**src/hdl/cadc_pkg.sv**
```systemverilog
// ----------------------------------------------------------------------------
// cadc_pkg: shared definitions for the card access door controller
// Table geometry, operation, event and mode codes, register indexes,
// the preset card list and the controller/datapath interface types.
// ----------------------------------------------------------------------------
package cadc_pkg;

    localparam int TABLE_DEPTH = 16;
    localparam int IDX_W       = (TABLE_DEPTH > 1) ? $clog2(TABLE_DEPTH) : 1;
    localparam int CNT_W       = $clog2(TABLE_DEPTH + 1);
    localparam int PRESET_N    = 4;
    localparam int RESET_CNT   = (TABLE_DEPTH < PRESET_N) ? TABLE_DEPTH : PRESET_N;

    localparam int UID_W  = 40;
    localparam int DIST_W = 10;
    localparam int HOLD_W = 16;

    // Operation codes.
    localparam logic [1:0] OP_TICK = 2'd0;
    localparam logic [1:0] OP_SCAN = 2'd1;
    localparam logic [1:0] OP_ADD  = 2'd2;

    // Event codes.
    localparam logic [2:0] EV_NONE      = 3'd0;
    localparam logic [2:0] EV_GRANTED   = 3'd1;
    localparam logic [2:0] EV_DENY_UNK  = 3'd2;
    localparam logic [2:0] EV_DENY_FULL = 3'd3;
    localparam logic [2:0] EV_ADDED     = 3'd4;
    localparam logic [2:0] EV_DUPLICATE = 3'd5;
    localparam logic [2:0] EV_TBL_FULL  = 3'd6;

    // Door modes.
    localparam logic [1:0] MODE_IDLE = 2'd0;
    localparam logic [1:0] MODE_OPEN = 2'd1;
    localparam logic [1:0] MODE_LOCK = 2'd2;

    // Configuration register indexes.
    localparam logic [1:0] REG_NEAR_THR  = 2'd0;
    localparam logic [1:0] REG_OPEN_HOLD = 2'd1;
    localparam logic [1:0] REG_DENY_HOLD = 2'd2;
    localparam logic [1:0] REG_CAPACITY  = 2'd3;

    localparam logic [DIST_W-1:0] RST_NEAR_THR  = 10'd5;
    localparam logic [HOLD_W-1:0] RST_OPEN_HOLD = 16'd4500;
    localparam logic [HOLD_W-1:0] RST_DENY_HOLD = 16'd1500;
    localparam logic [1:0]        RST_CAPACITY  = 2'd2;

    typedef enum logic [0:0] {
        S_IDLE,
        S_SEARCH
    } t_state;

    typedef struct packed {
        logic capture;
        logic step;
        logic apply;
    } t_cmd;

    typedef struct packed {
        logic search_done;
        logic out_busy;
    } t_sts;

    function automatic logic [UID_W-1:0] preset_uid(input int idx);
        logic [UID_W-1:0] uid;
        case (idx)
            0:       uid = 40'h56622E0218;
            1:       uid = 40'hF094D85CE0;
            2:       uid = 40'h4027C441E2;
            3:       uid = 40'hA473C44152;
            default: uid = '0;
        endcase
        return uid;
    endfunction

endpackage

```
**src/hdl/cadc_ctrl.sv**
```systemverilog
// ----------------------------------------------------------------------------
// cadc_ctrl: sequencing state machine
// Takes one input word at a time, steps the table search in the datapath
// and commits the result once the output register is free.
// ----------------------------------------------------------------------------
module cadc_ctrl (
    input  logic            i_clk,
    input  logic            i_rst_n,
    input  logic            i_in_valid,
    output logic            o_in_stall,
    input  cadc_pkg::t_sts  i_sts,
    output cadc_pkg::t_cmd  o_cmd
);

    cadc_pkg::t_state r_state;
    cadc_pkg::t_state n_state;

    always_ff @(posedge i_clk) begin
        if (!i_rst_n) begin
            r_state <= cadc_pkg::S_IDLE;
        end else begin
            r_state <= n_state;
        end
    end

    always_comb begin
        n_state = r_state;
        case (r_state)
            cadc_pkg::S_IDLE: begin
                if (i_in_valid) begin
                    n_state = cadc_pkg::S_SEARCH;
                end
            end
            cadc_pkg::S_SEARCH: begin
                if (i_sts.search_done && !i_sts.out_busy) begin
                    n_state = cadc_pkg::S_IDLE;
                end
            end
            default: n_state = cadc_pkg::S_IDLE;
        endcase
    end

    always_comb begin
        o_cmd      = '0;
        o_in_stall = 1'b1;
        case (r_state)
            cadc_pkg::S_IDLE: begin
                o_in_stall    = 1'b0;
                o_cmd.capture = i_in_valid;
            end
            cadc_pkg::S_SEARCH: begin
                o_cmd.step  = !i_sts.search_done;
                o_cmd.apply = i_sts.search_done && !i_sts.out_busy;
            end
            default: begin
                o_cmd      = '0;
                o_in_stall = 1'b1;
            end
        endcase
    end

endmodule

```
**src/hdl/cadc_dp.sv**
```systemverilog
// ----------------------------------------------------------------------------
// cadc_dp: datapath of the door controller
// Configuration registers, captured word, allow list with its search
// pointer, door mode and hold timer, and the output register.
// ----------------------------------------------------------------------------
module cadc_dp (
    input  logic        i_clk,
    input  logic        i_rst_n,
    input  logic        i_cfg_we,
    input  logic [1:0]  i_cfg_addr,
    input  logic [15:0] i_cfg_wdata,
    input  logic [1:0]  i_op,
    input  logic [39:0] i_card_uid,
    input  logic [9:0]  i_slot_a_distance,
    input  logic [9:0]  i_slot_b_distance,
    input  cadc_pkg::t_cmd i_cmd,
    output cadc_pkg::t_sts o_sts,
    output logic        o_out_valid,
    input  logic        i_out_stall,
    output logic [2:0]  o_event_code,
    output logic [1:0]  o_door_mode,
    output logic        o_door_open,
    output logic        o_slot_a_busy,
    output logic        o_slot_b_busy,
    output logic [1:0]  o_occupied_count,
    output logic [4:0]  o_stored_cards
);

    localparam logic [cadc_pkg::CNT_W-1:0] DEPTH_CNT =
        cadc_pkg::CNT_W'(cadc_pkg::TABLE_DEPTH);
    localparam logic [cadc_pkg::CNT_W-1:0] RESET_CNT =
        cadc_pkg::CNT_W'(cadc_pkg::RESET_CNT);

    // Configuration.
    logic [cadc_pkg::DIST_W-1:0] r_near_thr;
    logic [cadc_pkg::HOLD_W-1:0] r_open_hold;
    logic [cadc_pkg::HOLD_W-1:0] r_deny_hold;
    logic [1:0]                  r_capacity;

    // Captured word.
    logic [1:0]                 r_op;
    logic [cadc_pkg::UID_W-1:0] r_uid;
    logic                       r_a_busy;
    logic                       r_b_busy;

    // Allow list and search.
    logic [cadc_pkg::UID_W-1:0] r_table [cadc_pkg::TABLE_DEPTH];
    logic [cadc_pkg::CNT_W-1:0] r_count;
    logic [cadc_pkg::CNT_W-1:0] r_pos;
    logic                       r_found;

    // Door state.
    logic [1:0]                  r_mode;
    logic [cadc_pkg::HOLD_W-1:0] r_hold;

    // Output register.
    logic       r_out_valid;
    logic [2:0] r_res_event;
    logic       r_res_a;
    logic       r_res_b;

    logic [1:0]                  occupied;
    logic                        lot_full;
    logic                        need_search;
    logic                        hit;
    logic [2:0]                  n_event;
    logic [1:0]                  n_mode;
    logic [cadc_pkg::HOLD_W-1:0] n_hold;
    logic                        do_append;
    logic [cadc_pkg::HOLD_W-1:0] hold_inc;
    logic [cadc_pkg::CNT_W+4:0]  count_ext;

    always_ff @(posedge i_clk) begin
        if (!i_rst_n) begin
            r_near_thr  <= cadc_pkg::RST_NEAR_THR;
            r_open_hold <= cadc_pkg::RST_OPEN_HOLD;
            r_deny_hold <= cadc_pkg::RST_DENY_HOLD;
            r_capacity  <= cadc_pkg::RST_CAPACITY;
        end else if (i_cfg_we) begin
            case (i_cfg_addr)
                cadc_pkg::REG_NEAR_THR:  r_near_thr  <= i_cfg_wdata[cadc_pkg::DIST_W-1:0];
                cadc_pkg::REG_OPEN_HOLD: r_open_hold <= i_cfg_wdata;
                cadc_pkg::REG_DENY_HOLD: r_deny_hold <= i_cfg_wdata;
                cadc_pkg::REG_CAPACITY:  r_capacity  <= i_cfg_wdata[1:0];
                default: ;
            endcase
        end
    end

    // Occupancy is resolved when the word is captured.
    always_ff @(posedge i_clk) begin
        if (i_cmd.capture) begin
            r_op     <= i_op;
            r_uid    <= i_card_uid;
            r_a_busy <= (i_slot_a_distance != '0) && (i_slot_a_distance <= r_near_thr);
            r_b_busy <= (i_slot_b_distance != '0) && (i_slot_b_distance <= r_near_thr);
        end
    end

    assign occupied = {1'b0, r_a_busy} + {1'b0, r_b_busy};
    assign lot_full = (occupied >= r_capacity);

    // Only a scan that could be granted and an add that has room walk the list.
    assign need_search = (r_count != '0) &&
        (((r_op == cadc_pkg::OP_SCAN) && (r_mode == cadc_pkg::MODE_IDLE) && !lot_full) ||
         ((r_op == cadc_pkg::OP_ADD) && (r_count < DEPTH_CNT)));

    assign hit = (r_table[r_pos[cadc_pkg::IDX_W-1:0]] == r_uid);

    assign o_sts.search_done = r_found || (r_pos >= r_count) || !need_search;
    assign o_sts.out_busy    = r_out_valid && i_out_stall;

    always_ff @(posedge i_clk) begin
        if (i_cmd.capture) begin
            r_pos   <= '0;
            r_found <= 1'b0;
        end else if (i_cmd.step) begin
            r_found <= hit;
            r_pos   <= r_pos + 1'b1;
        end
    end

    assign hold_inc = (r_hold != '1) ? r_hold + 1'b1 : r_hold;

    always_comb begin
        n_event   = cadc_pkg::EV_NONE;
        n_mode    = r_mode;
        n_hold    = r_hold;
        do_append = 1'b0;
        case (r_op)
            cadc_pkg::OP_TICK: begin
                if (r_mode != cadc_pkg::MODE_IDLE) begin
                    n_hold = hold_inc;
                    if (hold_inc >= ((r_mode == cadc_pkg::MODE_OPEN) ? r_open_hold
                                                                      : r_deny_hold)) begin
                        n_mode = cadc_pkg::MODE_IDLE;
                    end
                end
            end
            cadc_pkg::OP_SCAN: begin
                if (r_mode == cadc_pkg::MODE_IDLE) begin
                    n_hold = '0;
                    if (lot_full) begin
                        n_event = cadc_pkg::EV_DENY_FULL;
                        n_mode  = cadc_pkg::MODE_LOCK;
                    end else if (r_found) begin
                        n_event = cadc_pkg::EV_GRANTED;
                        n_mode  = cadc_pkg::MODE_OPEN;
                    end else begin
                        n_event = cadc_pkg::EV_DENY_UNK;
                        n_mode  = cadc_pkg::MODE_LOCK;
                    end
                    // A zero hold ends the hold within the same word.
                    if (((n_mode == cadc_pkg::MODE_OPEN) ? r_open_hold : r_deny_hold) == '0) begin
                        n_mode = cadc_pkg::MODE_IDLE;
                    end
                end
            end
            cadc_pkg::OP_ADD: begin
                if (r_count >= DEPTH_CNT) begin
                    n_event = cadc_pkg::EV_TBL_FULL;
                end else if (r_found) begin
                    n_event = cadc_pkg::EV_DUPLICATE;
                end else begin
                    n_event   = cadc_pkg::EV_ADDED;
                    do_append = 1'b1;
                end
            end
            default: n_event = cadc_pkg::EV_NONE;
        endcase
    end

    always_ff @(posedge i_clk) begin
        if (!i_rst_n) begin
            r_mode  <= cadc_pkg::MODE_IDLE;
            r_hold  <= '0;
            r_count <= RESET_CNT;
            for (int i = 0; i < cadc_pkg::TABLE_DEPTH; i++) begin
                r_table[i] <= (i < cadc_pkg::PRESET_N) ? cadc_pkg::preset_uid(i) : '0;
            end
        end else if (i_cmd.apply) begin
            r_mode <= n_mode;
            r_hold <= n_hold;
            if (do_append) begin
                r_table[r_count[cadc_pkg::IDX_W-1:0]] <= r_uid;
                r_count <= r_count + 1'b1;
            end
        end
    end

    always_ff @(posedge i_clk) begin
        if (!i_rst_n) begin
            r_out_valid <= 1'b0;
        end else if (i_cmd.apply) begin
            r_out_valid <= 1'b1;
        end else if (!i_out_stall) begin
            r_out_valid <= 1'b0;
        end
    end

    always_ff @(posedge i_clk) begin
        if (i_cmd.apply) begin
            r_res_event <= n_event;
            r_res_a     <= r_a_busy;
            r_res_b     <= r_b_busy;
        end
    end

    // Mode and count change only on a commit, so they stand in the output word.
    assign count_ext        = {5'd0, r_count};
    assign o_out_valid      = r_out_valid;
    assign o_event_code     = r_res_event;
    assign o_door_mode      = r_mode;
    assign o_door_open      = (r_mode == cadc_pkg::MODE_OPEN);
    assign o_slot_a_busy    = r_res_a;
    assign o_slot_b_busy    = r_res_b;
    assign o_occupied_count = {1'b0, r_res_a} + {1'b0, r_res_b};
    assign o_stored_cards   = count_ext[4:0];

endmodule

```
**src/hdl/card_access_door_controller.sv**
```systemverilog
// ----------------------------------------------------------------------------
// card_access_door_controller: parking barrier with a card allow list
// Top level joining the sequencing state machine and the datapath.
// ----------------------------------------------------------------------------
// One word is in work at a time. A tick or an ignored scan is committed
// with no list search; a scan or add that walks the allow list compares
// the entries one after another through the single compare port on the
// list. The result sits in an output register, and the next word is
// accepted as soon as the current one has been committed to it, even if
// the result is not yet taken.
module card_access_door_controller (
    input  logic        i_clk,
    input  logic        i_rst_n,
    input  logic        i_cfg_we,
    input  logic [1:0]  i_cfg_addr,
    input  logic [15:0] i_cfg_wdata,
    input  logic        i_in_valid,
    output logic        o_in_stall,
    input  logic [1:0]  i_op,
    input  logic [39:0] i_card_uid,
    input  logic [9:0]  i_slot_a_distance,
    input  logic [9:0]  i_slot_b_distance,
    output logic        o_out_valid,
    input  logic        i_out_stall,
    output logic [2:0]  o_event_code,
    output logic [1:0]  o_door_mode,
    output logic        o_door_open,
    output logic        o_slot_a_busy,
    output logic        o_slot_b_busy,
    output logic [1:0]  o_occupied_count,
    output logic [4:0]  o_stored_cards
);

    cadc_pkg::t_cmd cmd;
    cadc_pkg::t_sts sts;

    cadc_ctrl u_ctrl (
        .i_clk      (i_clk),
        .i_rst_n    (i_rst_n),
        .i_in_valid (i_in_valid),
        .o_in_stall (o_in_stall),
        .i_sts      (sts),
        .o_cmd      (cmd)
    );

    cadc_dp u_dp (
        .i_clk             (i_clk),
        .i_rst_n           (i_rst_n),
        .i_cfg_we          (i_cfg_we),
        .i_cfg_addr        (i_cfg_addr),
        .i_cfg_wdata       (i_cfg_wdata),
        .i_op              (i_op),
        .i_card_uid        (i_card_uid),
        .i_slot_a_distance (i_slot_a_distance),
        .i_slot_b_distance (i_slot_b_distance),
        .i_cmd             (cmd),
        .o_sts             (sts),
        .o_out_valid       (o_out_valid),
        .i_out_stall       (i_out_stall),
        .o_event_code      (o_event_code),
        .o_door_mode       (o_door_mode),
        .o_door_open       (o_door_open),
        .o_slot_a_busy     (o_slot_a_busy),
        .o_slot_b_busy     (o_slot_b_busy),
        .o_occupied_count  (o_occupied_count),
        .o_stored_cards    (o_stored_cards)
    );

endmodule

```
**config.mk**
```make
export PLATFORM = sky130hd
export DESIGN_NAME = card_access_door_controller
export DESIGN_NICKNAME = d
export VERILOG_FILES = /design/src/hdl/cadc_pkg.sv /design/src/hdl/cadc_ctrl.sv /design/src/hdl/cadc_dp.sv /design/src/hdl/card_access_door_controller.sv
export SDC_FILE = /design/constraint.sdc
export NUM_CORES = 1
export LEC_CHECK = 0
export ABC_AREA = 0
export BUFFER_PORTS_ARGS = -buffer_cell sky130_fd_sc_hd__buf_2
export CAP_MARGIN = 20
export CORE_MARGIN = 2
export CORE_UTILIZATION = 25
export DETAILED_ROUTE_END_ITERATION = 7
export PLACE_DENSITY = 0.41
export SLEW_MARGIN = 15
export SYNTH_ARGS = -nofsm -noshare
export SYNTH_HDL_FRONTEND = slang
export SYNTH_SLANG_ARGS = --single-unit
```
**constraint.sdc**
```tcl
create_clock -name i_clk -period 7.6 [get_ports i_clk]
set_input_delay 0.76 -clock i_clk [delete_from_list [all_inputs] [get_ports i_clk]]
set_output_delay 0.76 -clock i_clk [all_outputs]
set_load 0.01 [all_outputs]
```
Word level (Yosys, flattened, before mapping) --
Memories as Yosys holds them, arrays and structs flattened. A register that Yosys moved wholly into a read port is not among the register bits. Cells that the tools add are included.
Word-level totals: bits in registers 124, memory bits (writable) 640, input port bits 85, logic and storage cells 123, memories kept 1
Operators by class: add/subtract/negate cells 5, magnitude comparators 7, eq/ne operators 13, muxes and demuxes 46, bitwise operators 1, reduce and logical (&&, ||, !) cells 32
Memory list:
- u_dp.r_table | words 16, width 40, read ports 1, clocked after Yosys merged registers in 1, write ports 16, RTL line cadc_dp.sv:47 | logic [cadc_pkg::UID_W-1:0] r_table [cadc_pkg::TABLE_DEPTH];
Operators with widths (number):
- 2-to-1 mux 40 bit | 5
- 2-to-1 mux 16 bit | 5
- == test 40 bit | 1
- OR reduction 40 bit | 1
- one-hot mux 16 bit (2 select lines) | 1
- <= comparator 10 bit | 2
- 2-to-1 mux 2 bit | 10
- nonzero test 10 bit | 2
- adder 16 x 1 -> 16 bit (second input constant) | 1
- greater-or-equal comparator 16 bit | 1
- logical NOT 16 bit | 1
- 2-to-1 mux 1 bit | 16
- inequality test 16 bit (second input constant) | 1
- 2-to-1 mux 4 bit | 3
- adder 5 x 1 -> 5 bit (second input constant) | 2
- AND reduction 2 bit | 5
- 2-to-1 mux 3 bit | 3
- == test 2 x 1 -> 1 bit (second input constant) | 4
- logical AND 1 bit | 8
- == test 2 bit (second input constant) | 3
- logical NOT 2 bit | 3
- inequality test 2 x 1 -> 1 bit (second input constant) | 3
- one-hot mux 3 bit (2 select lines) | 1
- greater-or-equal comparator 5 bit | 1
- other kinds (14) | 21

Longest topological paths before layout --
Gate-level depths: netlist (run 1).
depth in word-level cells 15, depth in mapped cells 15, mapped depth without buffers 15

Modules after synthesis --
Synthesis (run 1) repeated with hierarchy kept, for this count alone.
Unflattened totals: cells, all modules 2532, area total of the unflattened synthesis 35779.3 um^2
Modules (own cells, without submodules):
- cadc_dp | instances 1, cells each 2526, area an instance 35728.0 um^2
- cadc_ctrl | instances 1, cells each 6, area an instance 51.3 um^2

Worst setup path after synthesis (run 1) --
No wires, ideal clock.
path type flip-flop to flip-flop, start point reg u_dp.r_count (netlist bit u_dp.o_stored_cards[2]), end point mem u_dp.r_table[5][0] (netlist name), enable pin, setup time 0.493 ns, arrival time 5.176 ns, path slack 1.931 ns, stages on the path, launching flop included 12, path buffers 2, cells stage by stage dfxtp_1 > inv_1 > ha_1 > o21ai_0 > a21o_1 > a21oi_1 > o311ai_4 > nor3b_4 > nand2_1 > buf_2 > clkbuf_1 > o21ai_0
RTL lines:
- from (decl) | RTL line cadc_dp.sv:48 | logic [cadc_pkg::CNT_W-1:0] r_count;
- from (signal assigned) | RTL line cadc_dp.sv:186 | r_count <= r_count + 1'b1;
- to (decl) | RTL line cadc_dp.sv:47

==> flow_metrics.tcl, run 1 <==
set metrics [dict create \
    cts-buffers-inserted 94 \
    ant_nets 0 \
    tightestPinTransition_ns 1.04 \
    r2r-start "u_dp.r_op[1]" \
    start_kind "register" \
    clock_sinks 768 \
    path_buf_inv 3 \
    min_from "i_card_uid[6]" \
    grt_max_degree 55 \
    dr_total_vias 21700 \
    whs_ns 0.224 \
    arrival_ns 5.11 \
    synth_compound_area_frac 0.0332 \
    avgSynthCellArea_um2 13.9 \
    cts_setup_buffers 0 \
    synth_fa_ha_area_frac 0.0190 \
    fin_crit_ns 4.66 \
    yosys_warnings 0 \
    yosys.area_share.simple 0.157 \
    die_w_um 385 \
    wl_per_cell_um 26.1 \
    die_area_um2 148000 \
    synthToLayoutAreaGrowth_pct 16.6 \
    start_util 0.252 \
    final_nets 2807 \
    synth.net_count 2738 \
    grt_first_pass_wirelength_mm 173 \
    synth-seq-area-share 0.615 \
    cts_resized 0 \
    cpPeakStageDelay_ns 0.73 \
    cts_tree "built" \
    synth_edf_count 689 \
    hold_viol_final 0 \
    rsz0062_at_grt "false" \
    hold_buffers 0 \
    hold_end "u_dp.r_uid[6]" \
    num_io_pins 102 \
    cp_max_fo 23 \
    htreeDepth 3 \
    worstPathCellList "inv_1, ha_1, or3b_1, a211oi_1, nor2_1, o311ai_4, nor3b_4, nand2_2, buf_4, nor2_4, buf_4, and2_1" \
    cts.clk_slew.worst_paths_ns 0.06 \
    end_kind "register" \
    drv_slew 0 \
    hpwlAfterDp_mm 76.3 \
    die_h_um 385 \
    ff2ff_setup_slack_ns 2.94 \
    violations "design-rule violations" \
    track_usage 0.164 \
    crit_top_cell "buf_4" \
    power_density_nw_per_um2 239 \
    relSlewSlack 0.302 \
    min_path_type "in -> reg" \
    ys_types 64 \
    first_global_vias 23000 \
    synthMuxAreaShare 0.119 \
    total_power_uw 10100 \
    fin_skew_ns 0.0391 \
    drv_cap 0 \
    crit_type "reg -> reg" \
    drc 6 \
    io_buffers 101 \
    ys_ff_latch 768 \
    cp_slowest_cell "ha_1" \
    routabilityCongestion 0.800 \
    multi_input_area_um2 13200 \
    overflow 0 \
    async_flop_share 0 \
    hold-path-cell-count 1 \
    r2r_end "u_dp.r_table[5][21]" \
    fmax_mhz 214 \
    antenna_found_initial 9 \
    setup_tns_ns 0 \
    core_um2 144000 \
    min_period_over_period 0.614 \
    synthesis.area_um2 36200 \
    r2r_cells 12 \
    first_pass_iters 7 \
    clock_latency_ns 0.72 \
    synth_top_family_by_area "simple AND/OR/NAND/NOR gates" \
    root_buffer "clkbuf_16" \
    final_core_util 0.294 \
    postLayoutCellArea_um2 42200 \
    synth_ff_type "edfxtp_1" \
    wl_mm 121 \
    netlist_instances 2598 \
    cts_buffer_depth 3 \
    setup_violations 0 \
    cp.required_ns 8.05 \
    fillerInstances 14500 \
    critical-path-top-delay-family "simple AND/OR/NAND/NOR gates" \
    status "finished with violations" \
    place_area_um2 39200 \
    synth_xor_area_frac 0.0256 \
    rows 139 \
    power.leakage_uw 0.0145 \
    drt-initial-drc-count 1539 \
    drive_above_1_share 0.190 \
    viasPerCell 4.67 \
    irDropWorstVdd_v 0.000142 \
    regArea_um2 22300 \
]
==> final cells by class <==
| type | instances | share of cell area |
|---|---|---|
| Timing Repair Buffer | 198 | 0.0319 |
| Clock inverter | 47 | 0.00856 |
| Multi-Input combinational cell | 1574 | 0.312 |
| Inverter | 31 | 0.00282 |
| Tap cell | 1903 | 0.0564 |
| Sequential cell | 768 | 0.528 |
| Clock buffer | 124 | 0.0608 |
| Antenna cell | 2 | 0.000119 |
==> synth_stat cells, types with 4 or more instances <==
master / count / area (µm²)
edfxtp_1: 689 / 20700
and2_1: 567 / 3550
clkbuf_1: 170 / 638
mux4_2: 127 / 2860
mux2i_1: 105 / 1050
nand2_1: 97 / 364
dfxtp_1: 79 / 1580
xnor2_1: 67 / 587
or3_1: 66 / 413
nor2_1: 63 / 236
ha_1: 55 / 688
xor2_1: 39 / 342
o21ai_0: 37 / 185
nor2b_1: 35 / 219
a21oi_1: 33 / 165
nor3_1: 31 / 155
buf_2: 29 / 145
inv_1: 29 / 109
nand3_1: 29 / 145
a21boi_0: 28 / 210
nand4_1: 23 / 144
nor4_1: 19 / 119
mux2_2: 18 / 203
a21o_1: 13 / 97.6
a221oi_1: 13 / 114
a31oi_1: 13 / 81.3
nand2b_1: 13 / 81.3
buf_4: 11 / 82.6
o22ai_1: 10 / 62.6
nor3b_1: 9 / 67.6
buf_1: 8 / 30.0
mux4_1: 8 / 210
nand3b_1: 8 / 60.1
buf_6: 5 / 56.3
o211ai_1: 4 / 30.0
==> cells by family (layout without fill, tap and decap cells) <==
group                    after synthesis  count (layout)
AO/OA/AOI/OAI                        178             178
XOR/XNOR                             106             106
adder cells (fa/ha/maj)               55              55
buffers and inverters                256             400
flip-flops                           768             768
multiplexers                         258             258
other                                  0               2
AND/OR/NAND/NOR                      977             977
==> metrics by stage <==
stage | std cells | worst slack, ns
finish | 4647 | 2.94
floorplan | 2598 | 1.93
detailed placement | 4472 | 2.96
CTS | 4643 | 2.97
global route | 4645 | 2.61
global placement | 4466 | 2.81
==> worst reg2reg max path: stages, from the launching register on <==
cell and delay [ns]:
edfxtp_1 0.41, inv_1 0.10, ha_1 0.73, or3b_1 0.45, a211oi_1 0.33, nor2_1 0.14, o311ai_4 0.38, nor3b_4 0.15
nand2_2 0.42, buf_4 0.50, nor2_4 0.25, buf_4 0.32, and2_1 0.24
==> where the power goes <==
group | total [µW] | internal, µW | switching, µW
clock network | 4350 | 2480 | 1870
registers | 4820 | 4730 | 90.0
logic | 901 | 333 | 568
==> routing by layer <==
metal / track usage / wire length [µm] / vias up
met3: 0.0238 / 5880 / 159
li1: - / - / 9628
met4: 0.0456 / 2870 / 0
met5: 0 / 0 / -
met2: 0.276 / 58800 / 579
met1: 0.220 / 53800 / 11300
==> placed cells by master (no fill, tap or decap), types with 10 or more instances in the layout <==
master | synthesis | routed
inv_1 | 29 | 28
mux2i_1 | 105 | 105
a21oi_1 | 33 | 33
a21boi_0 | 28 | 28
xor2_1 | 39 | 39
mux4_2 | 127 | 127
buf_2 | 29 | 100
a21o_1 | 13 | 13
clkbuf_16 | 0 | 97
mux2_2 | 18 | 18
nor2b_1 | 35 | 35
a221oi_1 | 13 | 13
or3_1 | 66 | 66
nor2_4 | 0 | 14
and2_1 | 567 | 567
nand2_1 | 97 | 93
o22ai_1 | 10 | 10
o21ai_4 | 0 | 16
clkbuf_1 | 170 | 23
edfxtp_1 | 689 | 689
clkinv_2 | 0 | 14
nand3_1 | 29 | 28
nor4_1 | 19 | 19
ha_1 | 55 | 55
clkinv_1 | 2 | 25
a31oi_1 | 13 | 13
nor2_1 | 63 | 48
nand4_1 | 23 | 23
nand2b_1 | 13 | 13
nor3_1 | 31 | 31
o21ai_0 | 37 | 21
buf_4 | 11 | 91
xnor2_1 | 67 | 67
dfxtp_1 | 79 | 75
==> sequential cells by signal, summed over array words and instances (netlist names), named ones only <==
signal	count
u_dp.r_table	640
u_dp.r_uid	40
u_dp.r_deny_hold	16
u_dp.r_hold	16
u_dp.r_open_hold	16
u_dp.r_near_thr	10
u_dp.o_stored_cards	5
u_dp.r_pos	5
u_dp.o_event_code	3
u_dp.o_door_mode	2
u_dp.r_capacity	2
u_dp.r_op	2
u_ctrl.r_state	1
u_dp.o_out_valid	1
u_dp.o_slot_a_busy	1
u_dp.o_slot_b_busy	1
u_dp.r_a_busy	1
u_dp.r_b_busy	1
u_dp.r_found	1
==> worst max path at each step <==
stage	startpoint	end	cells after the start
finish	u_dp.r_op[1]	u_dp.r_table[5][21]	12
global route	u_dp.r_hold[0]	u_dp.o_door_mode[0]	15
floorplan	u_dp.o_stored_cards[2]	u_dp.r_table[5][0]	11
CTS	u_dp.r_op[1]	u_dp.r_table[5][22]	12
global placement	u_dp.o_stored_cards[2]	u_dp.r_table[15][6]	11
detailed placement	u_dp.r_op[1]	u_dp.r_table[5][21]	12
(Power assumes the default switching activity.)
==> run 2, diff against run 1 <==
--- a/config.mk
+++ b/config.mk
@@ -5,7 +5,7 @@
 export SDC_FILE = /design/constraint.sdc
 export NUM_CORES = 1
 export LEC_CHECK = 0
-export ABC_AREA = 0
+export ABC_AREA = 1
 export BUFFER_PORTS_ARGS = -buffer_cell sky130_fd_sc_hd__buf_2
 export CAP_MARGIN = 20
 export CORE_MARGIN = 2
==> constraint.sdc (replaced) <==
create_clock -name i_clk -period 4.85 [get_ports i_clk]
set_input_delay 0.485 -clock i_clk [delete_from_list [all_inputs] [get_ports i_clk]]
set_output_delay 0.485 -clock i_clk [all_outputs]
set_load 0.01 [all_outputs]
==> flow_metrics.tcl, run 2 <==
set metrics [dict create \
    status "completed" \
    end_kind "register" \
    fin_skew_ns 0.0318 \
    final_nets 4048 \
    start_kind "register" \
    avgSynthCellArea_um2 9.31 \
    ff2ff_setup_slack_ns 1.14 \
    min_from "i_cfg_wdata[7]" \
    cts-buffers-inserted 90 \
    r2r_end "u_dp.r_table[3][12]" \
    fin_crit_ns 3.71 \
    endpoint "u_dp.r_table[3][12]" \
    relSlewSlack 0.349 \
    synthesis.area_um2 36000 \
    io_buffers 101 \
    htreeDepth 3 \
    die_h_um 384 \
    synthToLayoutAreaGrowth_pct 15.4 \
    layout_common_cells "856 x nor2_1, 824 x nand2_1, 689 x edfxtp_1" \
    viasPerCell 4.48 \
    cp_max_fo 26 \
    startpoint "u_dp.r_b_busy" \
    drc 0 \
    clock_sinks 768 \
    synth_xor_area_frac 0.00170 \
    grt_max_degree 128 \
    postLayoutCellArea_um2 41600 \
    ys_ff_latch 768 \
    hold_viol_final 0 \
    root_buffer "clkbuf_16" \
    final_core_util 0.290 \
    first_pass_iters 5 \
    top_register "u_dp.r_table" \
    synth_edf_count 689 \
    synth_compound_area_frac 0.0585 \
    synth_top_family_by_area "simple AND/OR/NAND/NOR gates" \
    fmax_mhz 270 \
    crit_type "reg -> reg" \
    ant_nets 0 \
    rows 139 \
    wl_mm 115 \
    dr_total_vias 26400 \
    power.leakage_uw 0.0163 \
    place_area_um2 38400 \
    netlist_instances 3869 \
    drive_above_1_share 0.0831 \
    cp.required_ns 5.24 \
    rsz0062_at_grt "false" \
    synthTopCellsByArea "edfxtp_1 57%, nor2_1 8.9%, nand2_1 8.9%" \
    die_area_um2 147000 \
    total_power_uw 15900 \
    cts.clk_slew.worst_paths_ns 0.06 \
    yosysMostFrequentCell "nor2_1" \
    async_flop_share 0 \
    synth_fa_ha_area_frac 0.0191 \
    arrival_ns 4.09 \
    setup_tns_ns 0 \
    min_path_type "in -> reg" \
    overflow 0 \
    hpwlAfterDp_mm 63.6 \
    core_um2 143000 \
    ys_types 41 \
    power_density_nw_per_um2 382 \
    antenna_found_initial 11 \
    drv_cap 0 \
    clock_latency_ns 0.69 \
    yosys.area_share.simple 0.236 \
    r2r-start "u_dp.r_b_busy" \
    tightestPinTransition_ns 0.977 \
    num_io_pins 102 \
    routabilityCongestion 0.759 \
    setup_violations 0 \
    cts_tree "built" \
    cts_resized 0 \
    synth_top_area_frac 0.575 \
    yosys_warnings 0 \
    synthMuxAreaShare 0 \
    whs_ns 0.0557 \
    die_w_um 384 \
    min_period_over_period 0.764 \
    layout_commonest_cell "nor2_1" \
    drv_slew 0 \
    cts_buffer_depth 3 \
    track_usage 0.155 \
    start_util 0.251 \
    synth_ff_type "edfxtp_1" \
    cts_setup_buffers 0 \
    wl_per_cell_um 19.5 \
    first_global_vias 26000 \
    drt-initial-drc-count 1854 \
    synth-seq-area-share 0.618 \
    irDropWorstVdd_v 0.000238 \
    r2r_cells 15 \
    grt_first_pass_wirelength_mm 171 \
    yosys-top-cells-count "858 x nor2_1, 852 x nand2_1, 689 x edfxtp_1, 344 x nand3_1, 256 x inv_1" \
    top_regs "u_dp.r_table x640, u_dp.r_uid x40" \
    largest_register_ffs 640 \
    yosysTopAreaCell "edfxtp_1" \
    synth.net_count 4009 \
]
## run 2: metrics by stage
stage	cells	worst slack, ns
after floorplan	3869	1.34
after global placement	5674	1.04
after detailed placement	5674	1.04
after CTS	5886	1.06
after global routing	5887	0.828
final	5887	1.14
## run 2: area by class of cell
| class | count | area (µm²) |
|---|---|---|
| Clock inverter | 45 | 362 |
| Fill cell | 15200 | 102000 |
| Antenna cell | 1 | 2.50 |
| Tap cell | 1903 | 2380 |
| Multi-Input combinational cell | 2543 | 11500 |
| Inverter | 303 | 1150 |
| Sequential cell | 768 | 22300 |
| Timing Repair Buffer | 202 | 1510 |
| Clock buffer | 122 | 2380 |
## run 2: worst min path at each step
stage,end,slack [ns],cells after the start
finish,u_dp.r_deny_hold[7],0.06,3
global route,u_dp.r_deny_hold[15],0.01,3
CTS,u_dp.r_deny_hold[15],0.002,3
detailed placement,u_dp.o_slot_a_busy,0.46,0
global placement,u_dp.o_slot_b_busy,0.44,0
floorplan,u_dp.o_slot_a_busy,0.43,0
## run 2: kinds of logic after synthesis
group	after synthesis
compound gates	371
simple gates	2110
buf+inv	558
flops	768
fa+ha+maj	55
xor+xnor	7
## run 2: worst max-delay path, cell delays in order (launching register included)
cell	delay, ns
edfxtp_1	0.39
ha_1	0.30
inv_1	0.04
ha_1	0.27
nand2_1	0.07
nand2_1	0.09
o21ai_0	0.08
o31ai_1	0.08
nor2_1	0.13
nor3_4	0.39
nand2_4	0.18
nor2_4	0.23
nand2_2	0.06
buf_4	0.26
nand2_2	0.48
buf_4	0.33
## run 2: routing by layer
layer | wire length [µm] | GRT usage | share of wire
met1 | 54000 | 0.217 | 0.47
met4 | 2440 | 0.0369 | 0.021
met3 | 6190 | 0.0271 | 0.054
met5 | 46 | 0 | 0.00040
met2 | 52200 | 0.249 | 0.45
## run 2: repair_timing
item	CTS	global route
hold endpoints to repair	45	0
hold buffers	45	0
setup endpoints to repair	0	0
## run 2: power breakdown
group	switching (µW)	internal, µW
combinational	1330	511
clock	2890	3620
sequential	93.1	7430
total	4310	11600
==> run 3, diff against run 2 <==
--- a/config.mk
+++ b/config.mk
@@ -5,13 +5,13 @@
 export SDC_FILE = /design/constraint.sdc
 export NUM_CORES = 1
 export LEC_CHECK = 0
-export ABC_AREA = 1
+export ABC_AREA = 0
 export BUFFER_PORTS_ARGS = -buffer_cell sky130_fd_sc_hd__buf_2
 export CAP_MARGIN = 20
 export CORE_MARGIN = 2
 export CORE_UTILIZATION = 25
 export DETAILED_ROUTE_END_ITERATION = 7
-export PLACE_DENSITY = 0.41
+export PLACE_DENSITY = 0.42
 export SLEW_MARGIN = 15
 export SYNTH_ARGS = -nofsm -noshare
 export SYNTH_HDL_FRONTEND = slang
==> constraint.sdc (replaced) <==
create_clock -name i_clk -period 3.4 [get_ports i_clk]
set_input_delay 0.34 -clock i_clk [delete_from_list [all_inputs] [get_ports i_clk]]
set_output_delay 0.34 -clock i_clk [all_outputs]
set_load 0.01 [all_outputs]
==> flow_metrics.tcl, run 3 (synthesis gave the netlist of run 1 again) <==
set metrics [dict create \
    cts_buffer_depth 3 \
    root_buffer "clkbuf_16" \
    min_path_type "in -> reg" \
    num_io_pins 102 \
    dr_total_vias 22400 \
    final_core_util 0.312 \
    first_pass_iters 7 \
    irDropWorstVdd_v 0.000405 \
    die_area_um2 148000 \
    fin_crit_ns 3.34 \
    min_from "i_cfg_addr[1]" \
    rsz0062_at_grt "true" \
    setup_tns_ns 0 \
    cts_tree "built" \
    ant_nets 0 \
    relSlewSlack 0.338 \
    hpwlAfterDp_mm 78.4 \
    place_area_um2 40900 \
    min_period_over_period 0.982 \
    layout_common_cells "689 x edfxtp_1, 567 x and2_1, 161 x buf_4" \
    ff2ff_setup_slack_ns 0.06 \
    startpoint "u_dp.r_hold[0]" \
    core_um2 144000 \
    end_kind "register" \
    die_h_um 385 \
    cts.clk_slew.worst_paths_ns 0.06 \
    track_usage 0.165 \
    start_util 0.252 \
    overflow 0 \
    r2r-start "u_dp.r_hold[0]" \
    violations "design-rule violations" \
    top_register "u_dp.r_table" \
    rows 139 \
    clock_latency_ns 0.71 \
    drive_above_1_share 0.235 \
    antenna_found_initial 16 \
    final_nets 3007 \
    die_w_um 385 \
    largest_register_ffs 640 \
    drv_slew 0 \
    drt-initial-drc-count 1812 \
    tightestPinTransition_ns 0.993 \
    grt_first_pass_wirelength_mm 175 \
    cts-buffers-inserted 91 \
    drv_cap 0 \
    wl_per_cell_um 25.2 \
    viasPerCell 4.62 \
    top_regs "u_dp.r_table x640, u_dp.r_uid x40" \
    fillerInstances 14400 \
    routabilityCongestion 0.794 \
    status "finished with violations" \
    drc 10 \
    grt_max_degree 69 \
    cp.required_ns 3.98 \
    wl_mm 122 \
    crit_type "reg -> reg" \
    cp_max_fo 5 \
    clock_sinks 768 \
    first_global_vias 23600 \
    htreeDepth 3 \
    power.leakage_uw 0.0158 \
    io_buffers 101 \
    arrival_ns 3.92 \
    layout_commonest_cell "edfxtp_1" \
    start_kind "register" \
    synthToLayoutAreaGrowth_pct 24.0 \
    setup_violations 0 \
    power_density_nw_per_um2 508 \
    postLayoutCellArea_um2 44900 \
    hold_viol_final 0 \
    fin_skew_ns 0.0544 \
    fmax_mhz 299 \
]
-- run 3: cell types whose count changed in the layout (fill, tap and decap cells not counted), moves of 116 or more --
cell / before / now
nor2_1: 856 / 45
nand2_1: 824 / 92
and2_1: 0 / 567
nand3_1: 344 / 27
inv_1: 255 / 28
o21ai_0: 175 / 20
mux4_2: 0 / 127
buf_4: 45 / 161
-- run 3: where the power goes --
part           internal, µW  switching, µW  total [µW]
clock                  5630           4110        9740
sequential            10600            238       10800
combinational           993           1280        2270
total                 17200           5620       22800
-- run 3: metal layers --
| metal | track usage | up-vias | share of wire | routed length (µm) |
|---|---|---|---|---|
| met3 | 0.0236 | 138 | 0.046 | 5600 |
| met2 | 0.281 | 575 | 0.49 | 60200 |
| met4 | 0.0352 | 2 | 0.018 | 2260 |
| li1 | - | 10000 | - | - |
| met1 | 0.223 | 11700 | 0.44 | 54200 |
| met5 | 0 | - | 0.000090 | 11 |
-- run 3: timing repair --
action                     CTS  global route
setup buffers                9            12
gates resized for setup      7            25
setup endpoints to repair   28           282
pin swaps                    5             9
hold buffers                59             0
hold endpoints to repair    87             0
-- run 3: path summary, 6_finish.rpt --
| path | depth (start not counted) | to |
|---|---|---|
| worst max-delay path | 15 | u_dp.o_door_mode[0] |
| worst min-delay path | 4 | u_dp.r_near_thr[2] |
| worst max register to register | 15 | u_dp.o_door_mode[0] |
| worst min register to register | 2 | u_dp.r_open_hold[6] |
-- run 3: final cells by class --
type	count	area, µm²	area share
antenna	4	10.0	0.000223
clock buffer	111	2390	0.0533
clock inverter	54	556	0.0124
inverter	31	118	0.00262
multi-input combinational	1574	13300	0.296
sequential	768	22300	0.497
tap	1903	2380	0.0531
timing repair buffer	401	3870	0.0863
-- run 3: stage by stage --
stage / setup slack (ns) / hold WS, ns / instances / total power (µW)
floorplan: 0.0243 / 0.431 / 2598 / 12100
global placement: -0.601 / 0.465 / 4596 / 13200
detailed placement: -0.594 / 0.480 / 4596 / 13200
CTS: 0.000215 / 0.0281 / 4829 / 23100
global route: -0.121 / 0.0498 / 4842 / 23600
finish: 0.0600 / 0.0665 / 4846 / 22800
-- run 3: worst max-delay path, stage by stage, from the launching register on --
cell	delay, ns
dfxtp_2	0.35
ha_4	0.16
nand4_1	0.16
nor3_2	0.26
nand4_1	0.20
nand2b_1	0.18
nor2_2	0.09
nand3_1	0.14
xnor2_2	0.10
ha_1	0.32
and3_1	0.18
a221oi_1	0.09
o2111ai_1	0.23
a31oi_2	0.10
or4_1	0.50
a21boi_0	0.19
